<file path="src/rtl/zbhr_pkg.sv">
// Shared types and constants for the ZMODEM binary header receiver.
`timescale 1ns / 1ps

package zbhr_pkg;

	// Depth of the queue between the classifying front end and the decoder.
	localparam int unsigned QUEUE_DEPTH = 2;

	// Line characters that matter to the unescaper.
	localparam logic [7:0] ZDLE_CHAR  = 8'h18;
	localparam logic [7:0] ZCRCE_CHAR = 8'h68;
	localparam logic [7:0] ZRUB0_CHAR = 8'h6C;
	localparam logic [7:0] ZRUB1_CHAR = 8'h6D;
	localparam logic [7:0] XON_CHAR   = 8'h11;
	localparam logic [7:0] XOFF_CHAR  = 8'h13;
	localparam logic [7:0] XON_PAR    = 8'h91;
	localparam logic [7:0] XOFF_PAR   = 8'h93;

	localparam logic [31:0] CRC32_INIT    = 32'hFFFF_FFFF;
	localparam logic [31:0] CRC32_RESIDUE = 32'hDEBB_20E3;
	localparam logic [31:0] CRC32_POLY    = 32'hEDB8_8320;
	localparam logic [15:0] CRC16_POLY    = 16'h1021;

	// Header length in decoded bytes: type, four position bytes, then the CRC.
	localparam logic [3:0] LEN_CRC16 = 4'd7;
	localparam logic [3:0] LEN_CRC32 = 4'd9;

	// Input mode codes.
	localparam logic [1:0] MODE_BYTE    = 2'd0;
	localparam logic [1:0] MODE_BEGIN16 = 2'd1;
	localparam logic [1:0] MODE_BEGIN32 = 2'd2;

	// Result status codes.
	typedef enum logic [2:0] {
		ST_OK      = 3'd0,
		ST_BAD_CRC = 3'd1,
		ST_TIMEOUT = 3'd2,
		ST_CANCEL  = 3'd3,
		ST_BAD_ESC = 3'd4,
		ST_FRAME_END = 3'd5
	} status_t;

	// What the front end saw in one transaction.
	typedef enum logic [2:0] {
		CMD_NOP     = 3'd0,
		CMD_BEGIN16 = 3'd1,
		CMD_BEGIN32 = 3'd2,
		CMD_TIMEOUT = 3'd3,
		CMD_BYTE    = 3'd4
	} cmd_t;

	// Meaning of a line byte when no escape is pending.
	typedef enum logic [1:0] {
		PLAIN_ZDLE = 2'd0,
		PLAIN_DROP = 2'd1,
		PLAIN_DATA = 2'd2
	} plain_cls_t;

	// Meaning of a line byte that follows a ZDLE.
	typedef enum logic [2:0] {
		ESC_CAN  = 3'd0,
		ESC_END  = 3'd1,
		ESC_DATA = 3'd2,
		ESC_DROP = 3'd3,
		ESC_BAD  = 3'd4
	} esc_cls_t;

	typedef struct packed {
		cmd_t       cmd;
		plain_cls_t plain_cls;
		esc_cls_t   esc_cls;
		logic [7:0] raw;
		logic [7:0] esc_data;
		logic [1:0] marker;
	} entry_t;

endpackage

</file>
<file path="src/rtl/zmodem_binary_header_receiver.sv">
// Top level of the ZMODEM binary header receiver: front end, queue and back end.
`timescale 1ns / 1ps

// Channel   Handshake              Payload
// cfg       cfg_valid/cfg_ready    cfg_data (escape_ctl)
// in        in_valid/in_ready      mode, line_byte, timed_out
// out       out_valid/out_ready    status, header_type, position, end_marker
//
// Each input transaction is classified in the cycle it is accepted and queued;
// the back end decodes one queued entry per cycle while the output flows, so
// one transaction per cycle is sustained. The closing byte passes through the
// queue and then the result register before its result is offered, and a
// stalled output keeps the result waiting there. The rate is set by the CRC
// byte update in the back end, which is combinational. Reset is asynchronous
// and clears the register, the queue and all header state. A stalled output
// only holds the back end; the front end keeps accepting until the queue is full.

module zmodem_binary_header_receiver
	import zbhr_pkg::*;
#(
	parameter int unsigned QDEPTH = QUEUE_DEPTH
) (
	input  logic        clk,
	input  logic        arst_n,
	input  logic        cfg_valid,
	output logic        cfg_ready,
	input  logic        cfg_data,
	input  logic        in_valid,
	output logic        in_ready,
	input  logic [1:0]  mode,
	input  logic [7:0]  line_byte,
	input  logic        timed_out,
	output logic        out_valid,
	input  logic        out_ready,
	output logic [2:0]  status,
	output logic [7:0]  header_type,
	output logic [31:0] position,
	output logic [1:0]  end_marker
);

	entry_t front_entry;
	entry_t head;
	logic   q_full;
	logic   q_empty;
	logic   pop;
	logic   push;

	// The queue absorbs transactions while the result register waits.
	assign in_ready = !q_full;
	assign push     = in_valid && in_ready;

	zbhr_front u_front (
		.clk       (clk),
		.arst_n    (arst_n),
		.cfg_valid (cfg_valid),
		.cfg_ready (cfg_ready),
		.cfg_data  (cfg_data),
		.mode      (mode),
		.line_byte (line_byte),
		.timed_out (timed_out),
		.entry     (front_entry)
	);

	zbhr_queue #(
		.DEPTH (QDEPTH)
	) u_queue (
		.clk        (clk),
		.arst_n     (arst_n),
		.push       (push),
		.push_entry (front_entry),
		.full       (q_full),
		.pop        (pop),
		.empty      (q_empty),
		.head       (head)
	);

	// The back end holds the escape state and the running CRC, and registers
	// the result so that a stalled consumer never loses a report.
	zbhr_back u_back (
		.clk         (clk),
		.arst_n      (arst_n),
		.empty       (q_empty),
		.head        (head),
		.pop         (pop),
		.out_valid   (out_valid),
		.out_ready   (out_ready),
		.status      (status),
		.header_type (header_type),
		.position    (position),
		.end_marker  (end_marker)
	);

endmodule

</file>
<file path="src/rtl/zbhr_front.sv">
// Front end: holds the escape_ctl register and classifies each line transaction.
`timescale 1ns / 1ps

module zbhr_front
	import zbhr_pkg::*;
(
	input  logic       clk,
	input  logic       arst_n,
	input  logic       cfg_valid,
	output logic       cfg_ready,
	input  logic       cfg_data,
	input  logic [1:0] mode,
	input  logic [7:0] line_byte,
	input  logic       timed_out,
	output entry_t     entry
);

	logic escape_ctl_q;
	logic is_flow;
	logic is_bare;

	assign cfg_ready = 1'b1;

	always_ff @(posedge clk or negedge arst_n) begin
		if (!arst_n) begin
			escape_ctl_q <= 1'b0;
		end else if (cfg_valid) begin
			escape_ctl_q <= cfg_data;
		end
	end

	assign is_flow = (line_byte == XON_CHAR) || (line_byte == XOFF_CHAR) ||
		(line_byte == XON_PAR) || (line_byte == XOFF_PAR);
	assign is_bare = escape_ctl_q && (line_byte[6:5] == 2'b00);

	always_comb begin
		entry.raw      = line_byte;
		entry.marker   = line_byte[1:0];
		entry.esc_data = line_byte ^ 8'h40;

		if (mode == MODE_BEGIN16) begin
			entry.cmd = CMD_BEGIN16;
		end else if (mode == MODE_BEGIN32) begin
			entry.cmd = CMD_BEGIN32;
		end else if (mode != MODE_BYTE) begin
			entry.cmd = CMD_NOP;
		end else if (timed_out) begin
			entry.cmd = CMD_TIMEOUT;
		end else begin
			entry.cmd = CMD_BYTE;
		end

		if (line_byte == ZDLE_CHAR) begin
			entry.plain_cls = PLAIN_ZDLE;
		end else if (is_flow || is_bare) begin
			entry.plain_cls = PLAIN_DROP;
		end else begin
			entry.plain_cls = PLAIN_DATA;
		end

		// The escape character doubles as CAN, so it is tested first.
		if (line_byte == ZDLE_CHAR) begin
			entry.esc_cls = ESC_CAN;
		end else if (line_byte[7:2] == ZCRCE_CHAR[7:2]) begin
			entry.esc_cls = ESC_END;
		end else if (line_byte == ZRUB0_CHAR) begin
			entry.esc_cls  = ESC_DATA;
			entry.esc_data = 8'h7F;
		end else if (line_byte == ZRUB1_CHAR) begin
			entry.esc_cls  = ESC_DATA;
			entry.esc_data = 8'hFF;
		end else if (is_flow || is_bare) begin
			entry.esc_cls = ESC_DROP;
		end else if (line_byte[6:5] == 2'b10) begin
			entry.esc_cls = ESC_DATA;
		end else begin
			entry.esc_cls = ESC_BAD;
		end
	end

endmodule

</file>
<file path="src/rtl/zbhr_queue.sv">
// Small first-in first-out queue of classified entries between front and back.
`timescale 1ns / 1ps

module zbhr_queue
	import zbhr_pkg::*;
#(
	parameter int unsigned DEPTH = QUEUE_DEPTH
) (
	input  logic   clk,
	input  logic   arst_n,
	input  logic   push,
	input  entry_t push_entry,
	output logic   full,
	input  logic   pop,
	output logic   empty,
	output entry_t head
);

	localparam int unsigned PW = (DEPTH > 1) ? $clog2(DEPTH) : 1;
	localparam int unsigned CW = $clog2(DEPTH + 1);
	localparam logic [PW-1:0] LAST = PW'(DEPTH - 1);
	localparam logic [CW-1:0] FULL_COUNT = CW'(DEPTH);

	entry_t        mem_q [DEPTH];
	logic [PW-1:0] wr_ptr_q;
	logic [PW-1:0] rd_ptr_q;
	logic [CW-1:0] count_q;

	assign full  = (count_q == FULL_COUNT);
	assign empty = (count_q == '0);
	assign head  = mem_q[rd_ptr_q];

	always_ff @(posedge clk) begin
		if (push) begin
			mem_q[wr_ptr_q] <= push_entry;
		end
	end

	always_ff @(posedge clk or negedge arst_n) begin
		if (!arst_n) begin
			wr_ptr_q <= '0;
			rd_ptr_q <= '0;
			count_q  <= '0;
		end else begin
			if (push) begin
				wr_ptr_q <= (wr_ptr_q == LAST) ? '0 : wr_ptr_q + 1'b1;
			end
			if (pop) begin
				rd_ptr_q <= (rd_ptr_q == LAST) ? '0 : rd_ptr_q + 1'b1;
			end
			if (push && !pop) begin
				count_q <= count_q + 1'b1;
			end else if (pop && !push) begin
				count_q <= count_q - 1'b1;
			end
		end
	end

endmodule

</file>
<file path="src/rtl/zbhr_back.sv">
// Back end: escape state, header assembly, CRC check and the result register.
`timescale 1ns / 1ps

module zbhr_back
	import zbhr_pkg::*;
(
	input  logic        clk,
	input  logic        arst_n,
	input  logic        empty,
	input  entry_t      head,
	output logic        pop,
	output logic        out_valid,
	input  logic        out_ready,
	output logic [2:0]  status,
	output logic [7:0]  header_type,
	output logic [31:0] position,
	output logic [1:0]  end_marker
);

	function automatic logic [15:0] crc16_step(input logic [15:0] crc, input logic [7:0] b);
		logic [15:0] c;
		c = crc ^ {b, 8'h00};
		for (int i = 0; i < 8; i++) begin
			c = c[15] ? ({c[14:0], 1'b0} ^ CRC16_POLY) : {c[14:0], 1'b0};
		end
		return c;
	endfunction

	function automatic logic [31:0] crc32_step(input logic [31:0] crc, input logic [7:0] b);
		logic [31:0] c;
		c = crc ^ {24'h0, b};
		for (int i = 0; i < 8; i++) begin
			c = c[0] ? ({1'b0, c[31:1]} ^ CRC32_POLY) : {1'b0, c[31:1]};
		end
		return c;
	endfunction

	logic        active_q, active_d;
	logic        use_crc32_q, use_crc32_d;
	logic [3:0]  byte_count_q, byte_count_d;
	logic        esc_pending_q, esc_pending_d;
	logic [1:0]  cancel_count_q, cancel_count_d;
	logic [31:0] crc_q, crc_d;
	logic [7:0]  type_q, type_d;
	logic [31:0] pos_q, pos_d;

	logic        have_data;
	logic [7:0]  data;
	logic        fin;
	status_t     fin_status;
	logic [1:0]  fin_marker;
	logic [31:0] crc_upd;
	logic        crc_good;

	logic        out_valid_q;
	logic [2:0]  status_q;
	logic [7:0]  header_type_q;
	logic [31:0] position_q;
	logic [1:0]  end_marker_q;

	// A result register that is free or being emptied lets the next entry in.
	assign pop = !empty && (!out_valid_q || out_ready);

	// After a ZDLE the decoded byte comes from the escape table, otherwise the
	// line byte is taken as it is.
	assign data = esc_pending_q ? head.esc_data : head.raw;

	assign crc_upd = use_crc32_q ? crc32_step(crc_q, data)
		: {16'h0, crc16_step(crc_q[15:0], data)};
	assign crc_good = use_crc32_q ? (crc_upd == CRC32_RESIDUE) : (crc_upd[15:0] == 16'h0);

	always_comb begin
		active_d       = active_q;
		use_crc32_d    = use_crc32_q;
		byte_count_d   = byte_count_q;
		esc_pending_d  = esc_pending_q;
		cancel_count_d = cancel_count_q;
		crc_d          = crc_q;
		type_d         = type_q;
		pos_d          = pos_q;
		have_data      = 1'b0;
		fin            = 1'b0;
		fin_status     = ST_OK;
		fin_marker     = 2'd0;

		if (pop) begin
			unique case (head.cmd)
				CMD_BEGIN16, CMD_BEGIN32: begin
					active_d       = 1'b1;
					use_crc32_d    = (head.cmd == CMD_BEGIN32);
					byte_count_d   = 4'd0;
					esc_pending_d  = 1'b0;
					cancel_count_d = 2'd0;
					crc_d          = (head.cmd == CMD_BEGIN32) ? CRC32_INIT : 32'h0;
					type_d         = 8'h00;
					pos_d          = 32'h0;
				end
				CMD_NOP: begin
				end
				CMD_TIMEOUT: begin
					if (active_q) begin
						fin        = 1'b1;
						fin_status = ST_TIMEOUT;
					end
				end
				CMD_BYTE: begin
					if (active_q && !esc_pending_q) begin
						unique case (head.plain_cls)
							PLAIN_ZDLE: begin
								esc_pending_d  = 1'b1;
								cancel_count_d = 2'd0;
							end
							PLAIN_DROP: begin
							end
							PLAIN_DATA: begin
								have_data = 1'b1;
							end
							default: begin
							end
						endcase
					end else if (active_q) begin
						unique case (head.esc_cls)
							ESC_CAN: begin
								if (cancel_count_q == 2'd3) begin
									fin        = 1'b1;
									fin_status = ST_CANCEL;
								end else begin
									cancel_count_d = cancel_count_q + 2'd1;
								end
							end
							ESC_END: begin
								fin        = 1'b1;
								fin_status = ST_FRAME_END;
								fin_marker = head.marker;
							end
							ESC_DATA: begin
								have_data      = 1'b1;
								esc_pending_d  = 1'b0;
								cancel_count_d = 2'd0;
							end
							ESC_DROP: begin
								cancel_count_d = 2'd0;
							end
							ESC_BAD: begin
								fin        = 1'b1;
								fin_status = ST_BAD_ESC;
							end
							default: begin
							end
						endcase
					end
				end
				default: begin
				end
			endcase

			if (have_data) begin
				crc_d        = crc_upd;
				byte_count_d = byte_count_q + 4'd1;
				unique case (byte_count_q)
					4'd0: type_d = data;
					4'd1: pos_d[7:0]   = data;
					4'd2: pos_d[15:8]  = data;
					4'd3: pos_d[23:16] = data;
					4'd4: pos_d[31:24] = data;
					default: begin
					end
				endcase
				if (byte_count_d >= (use_crc32_q ? LEN_CRC32 : LEN_CRC16)) begin
					fin        = 1'b1;
					fin_status = crc_good ? ST_OK : ST_BAD_CRC;
				end
			end

			if (fin) begin
				active_d       = 1'b0;
				esc_pending_d  = 1'b0;
				cancel_count_d = 2'd0;
			end
		end
	end

	always_ff @(posedge clk or negedge arst_n) begin
		if (!arst_n) begin
			active_q       <= 1'b0;
			use_crc32_q    <= 1'b0;
			byte_count_q   <= 4'd0;
			esc_pending_q  <= 1'b0;
			cancel_count_q <= 2'd0;
			crc_q          <= 32'h0;
			type_q         <= 8'h00;
			pos_q          <= 32'h0;
			out_valid_q    <= 1'b0;
		end else begin
			active_q       <= active_d;
			use_crc32_q    <= use_crc32_d;
			byte_count_q   <= byte_count_d;
			esc_pending_q  <= esc_pending_d;
			cancel_count_q <= cancel_count_d;
			crc_q          <= crc_d;
			type_q         <= type_d;
			pos_q          <= pos_d;
			if (pop && fin) begin
				out_valid_q <= 1'b1;
			end else if (out_ready) begin
				out_valid_q <= 1'b0;
			end
		end
	end

	always_ff @(posedge clk) begin
		if (pop && fin) begin
			status_q      <= fin_status;
			header_type_q <= type_d;
			position_q    <= pos_d;
			end_marker_q  <= fin_marker;
		end
	end

	assign out_valid   = out_valid_q;
	assign status      = status_q;
	assign header_type = header_type_q;
	assign position    = position_q;
	assign end_marker  = end_marker_q;

endmodule

</file>
<file path="config.mk">
export PLATFORM = sky130hd
export DESIGN_NAME = zmodem_binary_header_receiver
export DESIGN_NICKNAME = d
export VERILOG_FILES = /design/src/rtl/zbhr_pkg.sv /design/src/rtl/zmodem_binary_header_receiver.sv /design/src/rtl/zbhr_front.sv /design/src/rtl/zbhr_queue.sv /design/src/rtl/zbhr_back.sv
export SDC_FILE = /design/constraint.sdc
export NUM_CORES = 1
export LEC_CHECK = 0
export BUFFER_PORTS_ARGS = -buffer_cell sky130_fd_sc_hd__buf_4
export CORE_MARGIN = 2
export CORE_UTILIZATION = 40
export DETAILED_ROUTE_END_ITERATION = 8
export GPL_TIMING_DRIVEN = 0
export PLACE_DENSITY_LB_ADDON = 0.12
export SLEW_MARGIN = 5
export SYNTH_ARGS = -nofsm -noshare
export SYNTH_HDL_FRONTEND = slang
export SYNTH_SLANG_ARGS = --single-unit
export TNS_END_PERCENT = 30
</file>
<file path="constraint.sdc">
create_clock -name clk -period 10.3 [get_ports clk]
set_input_delay 1.03 -clock clk [delete_from_list [all_inputs] [get_ports clk]]
set_output_delay 1.03 -clock clk [all_outputs]
set_load 0.02 [all_outputs]
</file>
==> Word-level counts from Yosys, hierarchy flattened <==
Memories as Yosys holds them, arrays and structs flattened.
Index checks and enable logic that the tools add are counted.
{ "classes": {"n_mul": 0, "add_sub_neg": 6, "n_bitwise": 23, "shifts": 0, "reduce_logical": 39, "mux": 100, "div": 0, "n_eq_ne": 32, "order_cmp": 1} }
{ "ops": {"columns": ["operator", "count"], "rows": [
  ["$mux W32", 15],
  ["$not A13 Y14", 8],
  ["$mux W13", 8],
  ["$mux W8", 13],
  ["$mux W3", 14],
  ["$eq A32 B32 Y1 const B", 1],
  ["$xor A32 B8 Y32", 1],
  ["$mux W1", 29],
  ["$eq A8 B5 Y1 const B", 3],
  ["$not A3 Y3", 8],
  ["$mux W2", 11],
  ["$eq A8 B7 Y1 const B", 2],
  ["$eq A8 B8 Y1 const B", 2],
  ["$logic_not A16 Y1", 1],
  ["$xor A16 B16 Y16", 1],
  ["$eq A3 B2 Y1 const B", 4],
  ["$mux W4", 3],
  ["$eq A2 B2 Y1 const B", 5],
  ["$reduce_bool A2 Y1", 5],
  ["$pmux W3 S3", 1],
  ["$eq A4 B2 Y1 const B", 2],
  ["$pmux W2 S2", 2],
  ["$logic_and A1 B1 Y1", 7],
  ["$eq A3 B1 Y1 const B", 2],
  ["29 further kinds", 53]
]} }
{ "word_totals": {"rom_bits": 0, "memories": 1, "output_inout_bits": 48, "mem_bits_rw": 52, "elab_cells": 219, "in_bits": 17, "latchBits": 0, "regBits": 132} }
{ "mem_list": {"columns": ["memory", "depth", "width", "rd", "rd_clocked_by_memory_dff", "wr", "line_no", "text"], "rows": [
  ["u_queue.mem_q", 2, 26, 1, 0, 1, "zbhr_queue.sv:24", "entry_t mem_q [DEPTH];"]
]} }

==> Longest topological paths before layout <==
Gate-level depths: netlist of the first run.
An unclocked memory read counts as a cell.
{ "logic_depth": {"word_depth": 25, "ltp_mapped": 13, "ltp_nobuf": 11} }

==> By module <==
From an unflattened synthesis of the first run, not the netlist that was laid out.
{ "hier_totals": {"cells_unflattened": 717, "area_unflattened_um2": 8902.3} }
{ "by_module_without_submodules": {"columns": ["mod", "area_each_um2", "cells_each", "instances", "seq_area_each_um2"], "rows": [
  ["zbhr_back", 6409.9, 571, 1, 3403.3],
  ["zbhr_queue", 2163.3, 97, 1, 1661.6],
  ["zbhr_front", 319.1, 47, 1, 25.0],
  ["zmodem_binary_header_receiver", 10.0, 2, 1, 0.0]
]} }

==> Worst setup path before layout of the first run <==
OpenSTA, ideal clock, no wires.
{ "synth_path": {"path_kind": "flip-flop to flip-flop", "from": "register u_queue.rd_ptr_q", "to": "register u_back.end_marker_q[0], in the netlist u_back.end_marker[0] (enable)", "n_path_buf": 3, "path_stages_with_launch": 9, "t_arrival_ns": 3.009, "slack_ns": 6.882, "synth_period_minus_slack_ns": 3.418, "t_required_ns": 9.891, "setup_time_ns": 0.409, "cell_sequence": "dfrtp_1 buf_6 buf_2 buf_1 mux2i_1 nand3_1 nor2_1 a211o_1 and2_1"} }
{ "synth_via": {"elab_chain_len": 12, "elab_cells_between_ends": 24, "cone_classes": "eq/ne: 6; mux: 14; reduce/logical: 3; memory: 1"} }
{ "synth_rtl": {"columns": ["item", "line_no", "text"], "rows": [
  ["start: declaration", "zbhr_queue.sv:26", "logic [PW-1:0] rd_ptr_q;"],
  ["start signal: assignment", "zbhr_queue.sv:49", "rd_ptr_q <= (rd_ptr_q == LAST) ? '0 : rd_ptr_q + 1'b1;"],
  ["$mem_v2 Z2 W26 (*)", null, null],
  ["$eq A3 B3 Y1 or $eq A3 B1 Y1 (tied branches)", "zbhr_back.sv:122", "unique case (head.esc_cls)"],
  ["$reduce_or A2 Y1 (no source line)", null, null],
  ["$pmux W1 S2", "zbhr_back.sv:122", null],
  ["$mux W1", "zbhr_back.sv:121", "end else if (active_q) begin"],
  ["$mux W1", "zbhr_back.sv:107", "if (active_q && !esc_pending_q) begin"],
  ["$pmux W1 S2", "zbhr_back.sv:87", "unique case (head.cmd)"],
  ["$mux W1", "zbhr_back.sv:169", "if (byte_count_d >= (use_crc32_q ? LEN_CRC32 : LEN_CRC16)) begin"],
  ["$mux W1 (*)", "zbhr_back.sv:157", "if (have_data) begin"],
  ["$mux W1 (*) (2 in series)", "zbhr_back.sv:86", "if (pop) begin"],
  ["$logic_and A1 B1 Y1 (*)", "zbhr_back.sv:212", "if (pop && fin) begin"],
  ["end signal: assignment", "zbhr_back.sv:216", "end_marker_q <= fin_marker;"],
  ["end: declaration", "zbhr_back.sv:59", "logic [1:0] end_marker_q;"]
]} }
Every way passes the cells marked *; elsewhere a longest branch is shown, timed or not. The select of a mux whose other input is x is not followed.
A chain may end at the register's enable or synchronous reset.

==> Worst setup path after layout of the first run <==
{ "layout_path": {"from": "register u_queue.rd_ptr_q", "to": "register u_back.header_type_q[3], in the netlist u_back.header_type[3] (data pin)"} }
{ "layout_via": {"elab_chain_len": 9, "elab_cells_between_ends": 18, "cone_classes": "eq/ne: 5; mux: 11; reduce/logical: 1; memory: 1"} }
{ "layout_rtl": {"columns": ["item", "line_no", "text"], "rows": [
  ["$mem_v2 Z2 W26 (*)", null, null],
  ["$eq A3 B2 Y1", "zbhr_back.sv:122", null],
  ["$mux W1", "zbhr_back.sv:122", null],
  ["$mux W1", "zbhr_back.sv:121", null],
  ["$mux W1", "zbhr_back.sv:107", null],
  ["$mux W1", "zbhr_back.sv:87", null],
  ["$mux W1", "zbhr_back.sv:86", null],
  ["$mux W8 (*)", "zbhr_back.sv:157", null],
  ["$mux W8 (*)", "zbhr_back.sv:86", null],
  ["via u_back.type_d[3]", "zbhr_back.sv:44", "logic [7:0] type_q, type_d;"],
  ["end signal: assignment", "zbhr_back.sv:214", "header_type_q <= type_d;"],
  ["end: declaration", "zbhr_back.sv:57", "logic [7:0] header_type_q;"]
]} }
Mark *: on every way through the listed nets, which the timed path passes. The rest lies on a longest branch. The select of a mux whose other input is x is not followed.

==> metrics.md, run 1 <==
| Metric | Value |
|---|---|
| Status | finished clean |
| WL final | 20.5 mm |
| Reg2Reg Setup Slack | 6.11 ns |
| Most frequent cells in the layout | edfxtp_1, nand2_1, dfrtp_1 |
| DRT iter0 DRCs | 359 |
| Synth area leaders | edfxtp_1, dfrtp_1, xnor2_1 |
| Num CTS Buffers | 17 |
| Die footprint | 22,700 µm² |
| Antenna violations before repair | 0 |
| Synthesized area | 8620 µm² |
| Core outline area | 21,100 µm² |
| Latest clock arrival within the worst-skew pair | 0.44 ns |
| Root Buffer | clkbuf_16 |
| Sequential area share after synthesis | 57.7% |
| Gate Count Post-Synth | 743 |
| PostCTS Resize Cnt | 0 |
| Register clock-pin slew on the reported worst setup and hold paths | 0.07 ns |
| First-pass GRT wire length | 32.6 mm |
| Share of the synthesized area in the top cell type | 32.4% |
| Max Slew Vio Count | 0 |
| Crit path depth | 8 |
| Ys flop type | edfxtp_1 |
| Least-Margin Pin Slew | 1.16 ns |
| RR Startpoint | u_queue.rd_ptr_q$_DFFE_PN0P_ |
| Max cap viols | 0 |
| Vias in the first global route | 5,954 |
| Number of flops mapped to enable cells by yosys | 93 |
| Clk buf depth | 2 |
| Worst Setup Start Kind | register |
| Worst slew margin | 22.8% |
| Placed cell areas | 9470 µm² |
| Max incr delay on CP | 0.72 ns |
| Number of post-CTS setup repair buffers | 0 |
| Syn Area/Cell | 11.6 µm² |
| Die width | 151 µm |
| Synth area leader | edfxtp_1 |
| Vias | 5,851 |
| Final Hold Viols | 0 |
| Worst Setup SP | u_queue.rd_ptr_q$_DFFE_PN0P_ |
| Initial DRT Pass Iterations | 5 |
| Hpwl dp | 14.9 mm |
| Crit Path Class | reg2reg |
| Starting Density | 40.9% |
| Syn_nets | 768 |
| WL/cell | 18.4 µm |
| Pin count of the biggest net entering global routing | 88 |
| DR vias/cell | 5.25 |
| Synthesis-stage register bit count | 180 |
| FF-to-FF path depth | 8 |
| Yosys warning count | 0 |
| Die Y-Extent | 151 µm |
| Hold Crit Class | reg2reg |
| Finish-stage setup viols | 0 |
| Post-route design area | 10,100 µm² |
| Share of cells above drive strength 1 | 16.1% |
| Worst-path fanout max | 10 |
| Clk_skew | 0.00757 ns |
| Port bufs | 63 |
| WP buf/inv | 5 |
| Post-DRT Antenna Nets | 0 |
| Setup TNS Final | 0 ns |
| Placement row count | 53 |
| I/O pin total | 65 |
| CP most frequent cell | buf_1 |
| Slowest cell on the critical path | a21oi_1 |
| Tmin final | 4.19 ns |
| Total track usage | 19.3% |
| Final period util | 40.7% |
| Max Clk Rate | 238 MHz |
| Area grow syn2layout | 16.7% |
| Nets@finish | 852 |
| Worst path cell trace | buf_6, buf_2, buf_1, clkbuf_1, buf_1, mux2_2, a21oi_1, o21ai_0 |
| Antenna cells | 0 |
| CTS Hold Bufs | 0 |
| Gr ovfl total | 0 |
| CTS tree | yes |
| Cell variety after synth | 60 |
| Unrepaired setup endpoints after global routing | false |
| Clock sinks | 180 |
| # DRC | 0 |
| Setup crit end | u_back.header_type[3]$_DFFE_PP_ |
| Cell family with most CP delay | buffers and inverters |
| Total number of H-tree levels | 4 |
| Commonest non-fill, non-tap cell in the layout | edfxtp_1 |
| CP Capture Type | register |
| Reg-to-Reg End | u_back.header_type[3]$_DFFE_PP_ |
| RePlAce Congestion | 0.874 |
| Worst path required time | 10.43 ns |
| Crit path DAT | 4.33 ns |
| Synth async-reset ratio | 48.3% |
## routing by layer
metal	vias to the layer above	track usage [%]	wire length (µm)
met5	-	0	0
met1	2894	25.5	9270
met3	33	3.06	687
li1	2786	-	-
met2	138	32.3	10000
met4	0	6.68	467
## worst min-delay path: cells and delay by family, from the launching register on
family / cells / cell delay [ns]
flip-flops: 1 / 0.33
AO/OA/AOI/OAI: 1 / 0.08
AND/OR/NAND/NOR: 1 / 0.04
## Yosys cell counts (all sizes together) (2+ instances only)
cell type,instances
buf,7
mux4,8
a211oi,3
xnor2,75
inv,15
nor3,8
edfxtp,93
o21a,2
or2,4
o21bai,3
dfrtp,87
nor2,70
a21oi,35
nor3b,5
ha,8
and3b,3
nor2b,4
nand3,8
and2,3
and3,3
mux2,11
nand2b,6
a211o,2
xor2,31
mux2i,20
or3,3
nand2,92
clkbuf,20
o22a,19
a31oi,3
nor4,4
o21ai,68
a21boi,2
## per-stage QoR
step           setup slack [ns]  cells  util, %  hold slack (ns)
2_1_floorplan              6.88    743        -            0.451
3_3_place_gp               6.04   1081     44.7            0.474
5_1_grt                    5.87   1115     47.7            0.528
4_1_cts                    6.07   1115     47.7            0.498
6_report                   6.11   1115     47.7            0.494
3_5_place_dp               6.09   1083     44.9            0.481
## flip-flops by register name (all words and copies together) (netlist names)
signal / flops
u_back.active_q: 1
u_back.byte_count_q: 4
u_back.cancel_count_q: 2
u_back.crc_q: 32
u_back.end_marker: 2
u_back.esc_pending_q: 1
u_back.header_type: 8
u_back.out_valid: 1
u_back.pos_q: 32
u_back.position: 32
u_back.status: 3
u_back.type_q: 8
u_back.use_crc32_q: 1
u_front.escape_ctl_q: 1
u_queue.count_q: 2
u_queue.mem_q: 48
u_queue.rd_ptr_q: 1
u_queue.wr_ptr_q: 1
## cell families (layout without fill, tap and decap cells)
kind of cell	after synthesis	after routing	synth area share, %
xor gates and xnor gates	106	106	11.8
DFF	180	180	57.7
adders and majority gates	8	8	1.16
muxes	39	39	5.85
and+or+nand+nor	218	218	11.1
other	1	1	0.0435
AOI/OAI and AO/OA	148	148	10.3
buffers and inverters	43	140	2.05
## layout make-up
| type | count | area, µm² |
|---|---|---|
| Sequential cell | 180 | 4970 |
| Multi-Input combinational cell | 520 | 3470 |
| Fill cell | 1968 | 11000 |
| Buffer | 27 | 116 |
| Timing Repair Buffer | 65 | 508 |
| Tap cell | 275 | 344 |
| Inverter | 16 | 60.1 |
| Clock inverter | 11 | 108 |
| Clock buffer | 21 | 472 |
## how the worst min path moves through the flow
stage / start / to / cells past startpoint
after floorplan: u_back.pos_q[0]$_DFF_PN0_ / u_back.pos_q[0]$_DFF_PN0_ / 2
after global placement: u_back.pos_q[16]$_DFF_PN0_ / u_back.pos_q[16]$_DFF_PN0_ / 2
after detailed placement: u_back.pos_q[19]$_DFF_PN0_ / u_back.pos_q[19]$_DFF_PN0_ / 2
after CTS: u_back.cancel_count_q[1]$_DFFE_PN0P_ / u_back.cancel_count_q[1]$_DFFE_PN0P_ / 2
after global routing: u_back.cancel_count_q[0]$_DFFE_PN0P_ / u_back.cancel_count_q[0]$_DFFE_PN0P_ / 1
final: u_back.pos_q[19]$_DFF_PN0_ / u_back.pos_q[19]$_DFF_PN0_ / 2
Power of run 1 is left out: the tool's default activity adds up to more than one toggle a clock period on the data nets, which glitch-free logic cannot reach.
==> run 2: changes to the inputs <==
- clock period: 10.3 -> 4 ns (I/O delays scaled with it)
==> run 2 against run 1 <==
Against the previous run: sequential share of layout area down 0.080 points; via count down 0.12%; critical path depth down 1; hold slack worse by 0.32 ns; worst setup slack worse by 5.9 ns; register-to-register slack worse by 5.9 ns; global-route usage about the same; critical path type unchanged; non-clock buffer count unchanged; maximum frequency up 12%; highest routed layer unchanged.
==> metrics.md, run 2 (synthesized netlist as in run 1, its figures left out) <==
| Metric | Value |
|---|---|
| Status | finished clean |
| RePlAce Congestion | 0.874 (unchanged) |
| HP Start | line_byte[7] |
| Reg-to-Reg End | u_back.position[0]$_DFFE_PP_ |
| Root Buffer | clkbuf_16 |
| Finish-stage setup viols | 0 (unchanged) |
| WL/cell | 18.4 µm (about the same) |
| Setup ws final | 0.247 ns (-5.86 ns) |
| Hold Crit Class | in2reg |
| Pin count of the biggest net entering global routing | 88 (unchanged) |
| Initial DRT Pass Iterations | 5 (unchanged) |
| Crit Path Class | reg2reg |
| Clock sinks | 180 (unchanged) |
| Most frequent cells in the layout | edfxtp_1, nand2_1, dfrtp_1 |
| Worst Setup SP | u_queue.rd_ptr_q$_DFFE_PN0P_ |
| Post-DRT Antenna Nets | 0 (unchanged) |
| Gr ovfl total | 0 (unchanged) |
| Max Slew Vio Count | 0 (unchanged) |
| Worst path required time | 4.11 ns (-6.32 ns) |
| Clk_skew | 0.00861 ns (+0.00104 ns) |
| Hpwl dp | 14.9 mm (unchanged) |
| Layout fillers | 1,964 (-0.20%) |
| FF-to-FF path depth | 7 (-1) |
| Nets@finish | 852 (unchanged) |
| Vias in the first global route | 5,955 (+0.017%) |
| Max Clk Rate | 266 MHz (+12%) |
| Placed cell areas | 9470 µm² (unchanged) |
| Num CTS Buffers | 17 (unchanged) |
| Crit path DAT | 3.86 ns (-0.47 ns) |
| Starting Density | 40.9% (unchanged) |
| Post-route design area | 10,100 µm² (+0.16%) |
| Die footprint | 22,700 µm² (unchanged) |
| Max cap viols | 0 (unchanged) |
| Largest Register | u_queue.mem_q |
| CTS tree | yes |
| Latest clock arrival within the worst-skew pair | 0.44 ns (about the same) |
| Port bufs | 63 (unchanged) |
| # DRC | 0 (unchanged) |
| WL final | 20.5 mm (about the same) |
| DR vias/cell | 5.24 (-0.12%) |
| Worst slew margin | 23.2% (+0.40 points) |
| Die width | 151 µm (unchanged) |
| Unrepaired setup endpoints after global routing | false |
| I/O pin total | 65 (unchanged) |
| Final period util | 93.8% (+53 points) |
| Placement row count | 53 (unchanged) |
| RR Startpoint | u_queue.rd_ptr_q$_DFFE_PN0P_ |
| Inst Count DP | 1,083 (unchanged) |
| DRT iter0 DRCs | 392 (+9.2%) |
| Vias | 5,844 (-0.12%) |
| Register clock-pin slew on the reported worst setup and hold paths | 0.07 ns (about the same) |
| Antenna violations before repair | 0 (unchanged) |
| Setup crit end | u_back.position[0]$_DFFE_PP_ |
| Antenna cells | 0 (unchanged) |
| Core outline area | 21,100 µm² (unchanged) |
| Worst Setup Start Kind | register |
| Worst-path fanout max | 10 (unchanged) |
| Area grow syn2layout | 16.8% |
| Dpl ws | -0.213 ns (-6.30 ns) |
| Total track usage | 19.3% (about the same) |
| Final Hold Viols | 0 (unchanged) |
| Tmin final | 3.75 ns (-0.442 ns) |
| Commonest non-fill, non-tap cell in the layout | edfxtp_1 |
| Die Y-Extent | 151 µm (unchanged) |
| First-pass GRT wire length | 32.7 mm (about the same) |
| Total number of H-tree levels | 4 (unchanged) |
| Max reg flops | 48 (unchanged) |
| Reg2Reg Setup Slack | 0.25 ns (-5.86 ns) |
| Clk buf depth | 2 (unchanged) |
| Non-Filler Instances | 1,115 (unchanged) |
| CTS Hold Bufs | 0 (unchanged) |
| CP Capture Type | register |
| Share of cells above drive strength 1 | 16.7% (+0.60 points) |
| Least-Margin Pin Slew | 1.15 ns (-0.00601 ns) |
-- run 2: cell count changes in the layout (fill, tap and decap cells not counted), sizes merged --
| cell | change |
|---|---|
| buf | +1 |
| clkbuf | -1 |
-- run 2: worst min path at each step --
stage | endpoint | slack [ns] | depth (start not counted)
floorplan | u_back.active_q$_DFFE_PN0P_ | 0.10 | 0
global placement | u_back.pos_q[16]$_DFF_PN0_ | 0.47 | 2
detailed placement | u_back.pos_q[19]$_DFF_PN0_ | 0.48 | 2
CTS | u_queue.mem_q[0][17]$_DFFE_PP_ | 0.16 | 1
global route | u_queue.mem_q[1][11]$_DFFE_PP_ | 0.16 | 1
finish | u_queue.mem_q[0][17]$_DFFE_PP_ | 0.17 | 1
-- run 2: what timing repair did --
action	4_1_cts	5_1_grt
setup endpoints to repair	13	34
setup buffers	0	0
pin swaps	0	0
gates resized for setup	3	4
-- run 2: critical path: stages (launching register included) --
cell and delay [ns]:
dfrtp_1 0.34, buf_6 0.17, buf_2 0.26, buf_1 0.52
buf_1 0.53, mux2_2 0.43, o21ai_0 0.83, o21ai_0 0.34
-- run 2: cell type report --
| cell class | instances | area (µm²) | area share [%] |
|---|---|---|---|
| Buffer | 27 | 118 | 1.17 |
| Clock buffer | 21 | 472 | 4.69 |
| Multi-Input combinational cell | 520 | 3490 | 34.7 |
| Clock inverter | 11 | 108 | 1.07 |
| Sequential cell | 180 | 4970 | 49.4 |
| Tap cell | 275 | 344 | 3.42 |
| Inverter | 16 | 60.1 | 0.597 |
| Timing Repair Buffer | 65 | 508 | 5.05 |
-- run 2: metrics by stage --
stage / utilization, % / TNS (ns) / hold WS (ns)
2_1_floorplan: - / 0 / 0.104
3_3_place_gp: 44.7 / -12.94 / 0.474
3_5_place_dp: 44.9 / -1.27 / 0.481
4_1_cts: 47.7 / 0 / 0.159
5_1_grt: 47.7 / 0 / 0.157
6_report: 47.7 / 0 / 0.170
-- run 2: layer usage --
metal	up-vias	wire length, µm	GRT usage [%]
met1	2897	9210	25.5
li1	2782	-	-
met3	30	730	3.06
met5	-	0	0
met2	135	10100	32.3
met4	0	449	6.68
Power of run 2 is left out for the same reason.
